## src/sv/pba_pkg.sv

```systemverilog
// Package of the page bitmap allocator: beat types, codes and defaults,
// and the command/status bundles between controller and datapath. No deps.
package pba_pkg;

  // defaults for the top-level parameters
  localparam int DEF_NUM_PAGES  = 32768;
  localparam int DEF_PAGE_BYTES = 4096;

  // map word read or written per cycle
  localparam int MAP_WORD_BITS = 64;

  localparam int ADDR_W  = 48;
  localparam int COUNT_W = 16;

  localparam logic [COUNT_W-1:0] RESERVED_RESET = 16'd4096;

  // item commands
  localparam logic [1:0] CMD_ALLOC = 2'd0;
  localparam logic [1:0] CMD_FREE  = 2'd1;
  localparam logic [1:0] CMD_INIT  = 2'd2;

  // result status codes
  localparam logic [1:0] ST_OK      = 2'd0;
  localparam logic [1:0] ST_NOSPACE = 2'd1;
  localparam logic [1:0] ST_BADFREE = 2'd2;

  // configuration register indexes
  localparam logic CFG_BASE_ADDRESS   = 1'b0;
  localparam logic CFG_RESERVED_PAGES = 1'b1;

  typedef struct packed {
    logic [1:0]         command;
    logic [COUNT_W-1:0] page_count;
    logic [ADDR_W-1:0]  address;
  } in_item_t;

  typedef struct packed {
    logic [1:0]        status;
    logic [ADDR_W-1:0] result_address;
  } out_item_t;

  // controller -> datapath
  typedef struct packed {
    logic       scan_start;   // restart the first-fit scan at word zero
    logic       scan_en;      // scan in progress
    logic       load_range;   // latch the run to mark and its first word
    logic       mark_wr;      // write back the modified map word
    logic       sweep_start;  // start an init sweep
    logic       sweep_en;     // sweep writes one word
    logic       sweep_all;    // sweep marks every page free
    logic       finish;       // result goes to the output register
    logic [1:0] fin_status;
    logic       fin_addr;     // result carries the allocated address
  } ctrl_cmd_t;

  // datapath -> controller
  typedef struct packed {
    logic [1:0] command;
    logic       alloc_bad;
    logic       free_bad;
    logic       free_zero;
    logic       scan_found;
    logic       scan_end;
    logic       mark_last;
    logic       sweep_last;
  } dp_stat_t;

endpackage

```

## src/sv/pba_ctrl.sv

```systemverilog
// Controller of the page bitmap allocator: sequences decode, scan, mark
// and sweep. Depends on pba_pkg.
module pba_ctrl (
  input  logic                 clk,
  input  logic                 rst_n,
  input  logic                 accept,
  input  logic                 out_free,
  input  pba_pkg::dp_stat_t    stat,
  output logic                 idle,
  output pba_pkg::ctrl_cmd_t   cmd
);

  localparam logic [3:0] S_CLEAR   = 4'd0;
  localparam logic [3:0] S_IDLE    = 4'd1;
  localparam logic [3:0] S_PREP    = 4'd2;
  localparam logic [3:0] S_DECIDE  = 4'd3;
  localparam logic [3:0] S_SCAN    = 4'd4;
  localparam logic [3:0] S_MARK_RD = 4'd5;
  localparam logic [3:0] S_MARK_WR = 4'd6;
  localparam logic [3:0] S_SWEEP   = 4'd7;
  localparam logic [3:0] S_DONE    = 4'd8;

  logic [3:0] state_r, state_nxt;
  logic [1:0] res_status_r, res_status_nxt;
  logic       res_addr_r, res_addr_nxt;

  // next state and commands
  always_comb begin
    state_nxt      = state_r;
    res_status_nxt = res_status_r;
    res_addr_nxt   = res_addr_r;
    cmd            = '0;
    cmd.fin_status = res_status_r;
    cmd.fin_addr   = res_addr_r;
    idle           = 1'b0;
    case (state_r)
      S_CLEAR: begin
        cmd.sweep_en  = 1'b1;
        cmd.sweep_all = 1'b1;
        if (stat.sweep_last) state_nxt = S_IDLE;
      end
      S_IDLE: begin
        idle = 1'b1;
        if (accept) state_nxt = S_PREP;
      end
      S_PREP: begin
        state_nxt = S_DECIDE;
      end
      S_DECIDE: begin
        res_status_nxt = pba_pkg::ST_OK;
        res_addr_nxt   = 1'b0;
        case (stat.command)
          pba_pkg::CMD_ALLOC: begin
            if (stat.alloc_bad) begin
              res_status_nxt = pba_pkg::ST_NOSPACE;
              state_nxt      = S_DONE;
            end else begin
              cmd.scan_start = 1'b1;
              state_nxt      = S_SCAN;
            end
          end
          pba_pkg::CMD_FREE: begin
            if (stat.free_bad) begin
              res_status_nxt = pba_pkg::ST_BADFREE;
              state_nxt      = S_DONE;
            end else if (stat.free_zero) begin
              state_nxt = S_DONE;
            end else begin
              cmd.load_range = 1'b1;
              state_nxt      = S_MARK_RD;
            end
          end
          pba_pkg::CMD_INIT: begin
            cmd.sweep_start = 1'b1;
            state_nxt       = S_SWEEP;
          end
          default: begin
            state_nxt = S_DONE;
          end
        endcase
      end
      S_SCAN: begin
        cmd.scan_en = 1'b1;
        if (stat.scan_found) begin
          cmd.load_range = 1'b1;
          state_nxt      = S_MARK_RD;
        end else if (stat.scan_end) begin
          res_status_nxt = pba_pkg::ST_NOSPACE;
          state_nxt      = S_DONE;
        end
      end
      S_MARK_RD: begin
        state_nxt = S_MARK_WR;
      end
      S_MARK_WR: begin
        cmd.mark_wr = 1'b1;
        if (stat.mark_last) begin
          res_addr_nxt = (stat.command == pba_pkg::CMD_ALLOC);
          state_nxt    = S_DONE;
        end else begin
          state_nxt = S_MARK_RD;
        end
      end
      S_SWEEP: begin
        cmd.sweep_en = 1'b1;
        if (stat.sweep_last) state_nxt = S_DONE;
      end
      S_DONE: begin
        if (out_free) begin
          cmd.finish = 1'b1;
          state_nxt  = S_IDLE;
        end
      end
      default: begin
        state_nxt = S_IDLE;
      end
    endcase
  end

  // state registers
  always_ff @(posedge clk) begin
    if (!rst_n) begin
      state_r <= S_CLEAR;
    end else begin
      state_r <= state_nxt;
    end
    res_status_r <= res_status_nxt;
    res_addr_r   <= res_addr_nxt;
  end

endmodule

```

## config.mk

```make
export PLATFORM = sky130hd
export DESIGN_NAME = pba_ctrl
export DESIGN_NICKNAME = d
export VERILOG_FILES = /design/src/sv/pba_pkg.sv /design/src/sv/pba_ctrl.sv
export SDC_FILE = /design/constraint.sdc
export NUM_CORES = 1
export LEC_CHECK = 0
export ABC_AREA = 1
export BUFFER_PORTS_ARGS = -buffer_cell sky130_fd_sc_hd__buf_2
export CORE_MARGIN = 5
export CORE_UTILIZATION = 25
export DETAILED_ROUTE_END_ITERATION = 10
export PLACE_DENSITY = 0.49
export REMOVE_ABC_BUFFERS = 1
export SLEW_MARGIN = 20
export SYNTH_ARGS = -nofsm -noshare
export SYNTH_HDL_FRONTEND = slang
export SYNTH_SLANG_ARGS = --single-unit
```

## constraint.sdc

```tcl
create_clock -name clk -period 1.3 [get_ports clk]
set_clock_uncertainty 0.15 [all_clocks]
set_input_delay 0.13 -clock clk [delete_from_list [all_inputs] [get_ports clk]]
set_output_delay 0.13 -clock clk [all_outputs]
set_load 0.01 [all_outputs]
```

[Word level (Yosys, flattened, before mapping)]
Cells that the tools add are included.
Operators by class
  add/sub/neg operators: 0
  reductions and logical operators: 8
  equal/unequal tests: 18
  bitwise logic cells: 0
  multipliers: 0
  multiplexer cells: 37
  div/mod/pow operators: 0
  $lt $le $gt $ge: 0
  shift-type cells: 0
Operator list (count)
  2-to-1 mux 4 bit: 10
  case mux 4 bit (9 select lines): 1
  2-to-1 mux 1 bit: 18
  equality test 4 x 3 -> 1 bit, second input constant: 4
  != test 2 bit, second input constant: 7
  case mux 4 bit (3 select lines): 1
  equality test 4 x 2 -> 1 bit, second input constant: 2
  case mux 2 bit (2 select lines): 2
  2-to-1 mux 2 bit: 3
  AND reduction 5 bit: 1
  equality test 4 x 1 -> 1 bit, second input constant: 1
  equality test 4 bit, second input constant: 1
  logical NOT 4 bit: 1
  case mux 1 bit (2 select lines): 2
  nonzero test 2 bit: 2
  != test 3 bit, second input constant: 1
  AND reduction 3 bit: 1
  equality test 2 x 1 -> 1 bit, second input constant: 1
  equality test 2 bit, second input constant: 1
  logical NOT 2 bit: 1
  AND reduction 2 bit: 1
  OR reduction 2 bit: 1
Storage, ports and cells
  latch bits: 0
  RAM bits: 0
  flip-flop bits (word level): 7
  memories: 0
  ROM bits: 0
  word-level logic and storage cells: 66

[Logic depth before layout (Yosys ltp)]
  depth in word-level cells: 4
  mapped depth: 10

[Worst setup path after synthesis]
No wires, ideal clock.
  kind: register -> register
  start: reg state_r[3]
  end: reg res_addr_r, enable pin
  clock period less this slack: 1.596 ns
  setup slack: -0.296 ns
  stages on the path, launching flop included: 6
  setup time: 0.310 ns
  data arrival time: 1.136 ns
  required time: 0.840 ns
  path buffers: 0
  cells stage by stage: dfxtp_1 inv_1 nand2_1 nor3_1 inv_1 o21ai_0
On the way
  longest elaborated chain between the ends: 3
  elaborated cells on any way between the ends: 5
  those cells by class: eq/ne: 3; reduce/logical: 2
RTL lines
  from (decl): RTL line pba_ctrl.sv:23  | logic [3:0] state_r, state_nxt;
  from (signal assigned): RTL line pba_ctrl.sv:125  | state_r <= state_nxt;
  equality test 4 x 3 -> 1 bit / equality test 4 x 2 -> 1 bit (equally long branches): RTL line pba_ctrl.sv:36  | case (state_r)
  != test 2 bit (no line) / nonzero test 2 bit (equally long branches)
  AND reduction 2 bit (no line) (*)
  to (signal assigned): RTL line pba_ctrl.sv:128  | res_addr_r <= res_addr_nxt;
  to (decl): RTL line pba_ctrl.sv:25  | logic res_addr_r, res_addr_nxt;
Mark *: on every way between the ends. The rest lies on a longest branch, timed or not.
A chain may end at the register's enable or synchronous reset.

==> results.tsv <==
stage	metric	value	unit
floorplanning	placeableCoreArea	0.00241	mm²
placement	place.detailed.hpwl	1590	µm
timing	rsz0062_at_grt	yes	
synth	synth_seq_cells	7	
power_and_ir_drop	power.density	1460	mW/mm²
drt	met3WireLength	168	µm
placement	routability_driven_placement_congestion_ratio	0.791	
min_path	hold_depth	4	
drt	drt-total-wl	2190	µm
final_layout	finish.net_count	174	
floorplanning	floorplan.initialDensity	25.6	%
clocking	clock_sink_count	7	
timing	postLayoutSetupSlackWorst	-0.224	ns
global_routing	maximum_number_of_pins_on_one_net_before_global_route_repair	8	
placement	dp_slack	-0.211	ns
final_layout	final-instance-count-excl-fill	190	
timing	drv_slew	0	
clocking	cts_tree	yes	
clocking	numCtsBuffers	3	
timing	report.final.hold_viol_count	0	
timing	tightestPinTransition	0.301	ns
run	maximum_capacitance_violations	0	
global_routing	grt.overflow.total	0	
outcome	violations	setup timing	
timing	finalWorstPathRequiredPeriod	1.52	ns
drt	detail_route.vias_per_cell	4.40	
outcome	status	finished, violations left	
setup_path	timing.rr.start	state_r[0]	
power_and_ir_drop	static-leakage-power	0.644	nW
floorplanning	floorplan.io_pins	25	
drt	first_pass_iters	4	
power_and_ir_drop	design_power_total	1.80	mW
setup_path	worst_ep_required_time	1.02	ns
clocking	clk_transition_reported_paths	0.05	ns
synth	synth_area_per_cell	5.83	µm²
global_routing	first_global_vias	874	
placement	detailed_place.area	906	µm²
setup_path	arrival_time_reported_for_the_critical_path_endpoint	1.24	ns
setup_path	critical_path_depth	5	
synth	ys_warn_count	0	
min_path	worst_hold_startpoint	stat[0]	
global_routing	grt_first_pass_wirelength	3520	µm
drt	wirelength_met1	811	µm
setup_path	worstSetupPathType	reg2out	
floorplanning	fp.dieArea	0.00357	mm²
setup_path	slowest_stage	dfxtp_4	
clocking	buffer_depth_of_the_longest_clock_path	2	
drt	wl_per_cell	11.5	µm
final_layout	design_area	0.00123	mm²
setup_path	timing.critical_path.to_type	output port	
setup_path	critical_path_peak_fanout	5	
drt	wl_met2	1180	µm
floorplanning	die_height	59.7	µm
timing	period_share	117	%
setup_path	timing.critical_path.slowest_cell_delay	0.40	ns
setup_path	critical_path.top_delay_family	flip-flops	
global_routing	grt_overall_usage	13.4	%
setup_path	timing.reg2reg.worst_path_depth	7	
drt	drt_drc_violations_left	0	
power_and_ir_drop	ir_worst_vdd	846	µV
floorplanning	rows	18	
final_layout	drive_gt1_share	62.5	%
timing	max_clock_freq	656	MHz
drt	initialDrtViolationCount	17	
final_layout	antenna-diode-count	0	
synth	netlist-cell-type-count	19	
timing	timing.hold.ws	0.0291	ns
timing	worst_slew_margin_rel	79.7	%
drt	top_layer	met4	
timing	finalSetupViolations	16	
synth	netlist_instances	106	
synth	synth_seq_area_share	27.5	%
setup_path	critical_path_launch_point_type	flop	
floorplanning	die_w	59.7	µm
setup_path	path_cells	nand2_4 > nor2_4 > inv_4 > o21ai_2 > buf_2	
drt	detail-route-antenna-nets	0	
clocking	clk-insertion-delay-late	0.26	ns
clocking	level_count_of_the_clock_h_tree	1	
min_path	min_path_type	in2reg	
setup_path	timing.critical_path.buf_inv	2	
drt	dr_total_vias	836	
placement	buffer_ports.inserted	24	
final_layout	area_growth	99.2	%
setup_path	critPathLaunch	state_r[0]	
setup_path	reg2reg_slack	-0.20	ns
global_routing	antenna_found_initial	0	
placement	numPlacedInstances	177	
clocking	cts_root_buffer	clkbuf_4	
synth	mappedNetlistArea	618	µm²
## repair_timing
action | CTS | global route
gates resized for setup | 49 | 18
setup endpoints to repair | 16 | 16
gates cloned | 0 | 0
hold buffers | 1 | 0
endpoints found under the hold margin | 4 | 0
setup buffers | 7 | 2
pin swaps | 7 | 13
## cells in the mapped netlist, drive strengths merged
master,n,area (µm²)
nand2,27,111
nor2,22,105
inv,20,75.1
nand3,10,50.1
o21ai,6,30.0
a21oi,5,25.0
dfxtp,4,80.1
edfxtp,3,90.1
nor3,3,15.0
buf,2,12.5
clkinv,1,3.75
nand4,1,6.26
nor4,1,6.26
o211ai,1,7.51
## logic make-up after synthesis
logic type             after synthesis  synth area share [%]
AND/OR/NAND/NOR                     64                  47.6
buffers and inverters               23                  14.8
AO/OA/AOI/OAI                       12                  10.1
flip-flops                           7                  27.5
## path summary, 6_finish.rpt
check / to
max: cmd[8]
max reg2reg: res_status_r[1]
min reg2reg: state_r[2]
min: state_r[1]
## where the power goes
part | switching [mW] | internal (mW)
clock network | 0.0923 | 0.118
registers | 0.0815 | 0.287
logic | 0.608 | 0.617
total | 0.782 | 1.02
## metrics by stage
step,util [%],setup TNS [ns]
5_1_grt,51.1,-3.69
6_report,51.1,-2.52
3_3_place_gp,37.6,-1.65
3_5_place_dp,37.6,-1.52
2_1_floorplan,-,-0.660
4_1_cts,48.2,-2.34
## state kept, by name (all words and copies together), names as in the netlist
signal	flops
state_r	4
res_addr_r	1
res_status_r	2
## metal layers
layer / global-route usage (%) / vias up
met3: 5.18 / 5
met5: 0 / -
met4: 4.11 / 0
li1: - / 438
met1: 13.2 / 369
met2: 25.3 / 24
## area by class of cell
class                           instances  area (µm²)
Tap cell                               30        37.5
Timing Repair Buffer                   52         389
Inverter                               21        88.8
Multi-Input combinational cell         76         507
Fill cell                             251        1180
Sequential cell                         7         183
Clock buffer                            4        26.3
## tightest hold or removal path: stages
cell	delay, ns
buf_2	0.10
inv_1	0.05
nand3_1	0.07
a21oi_1	0.06
## cell usage in the layout (no fill, tap or decap), types with 2 or more instances in the layout
master and n:
a21oi_1 4, buf_2 21, buf_4 17, buf_6 13, clkbuf_4 3, dfxtp_4 3
edfxtp_1 3, inv_1 12, inv_2 4, inv_4 4, nand2_1 14, nand2_2 8
nand2_4 5, nand3_1 4, nand3_2 5, nor2_1 13, nor2_2 3, nor2_4 6
nor3_2 2, o21ai_0 4
Power figures use the tool's default switching activity.
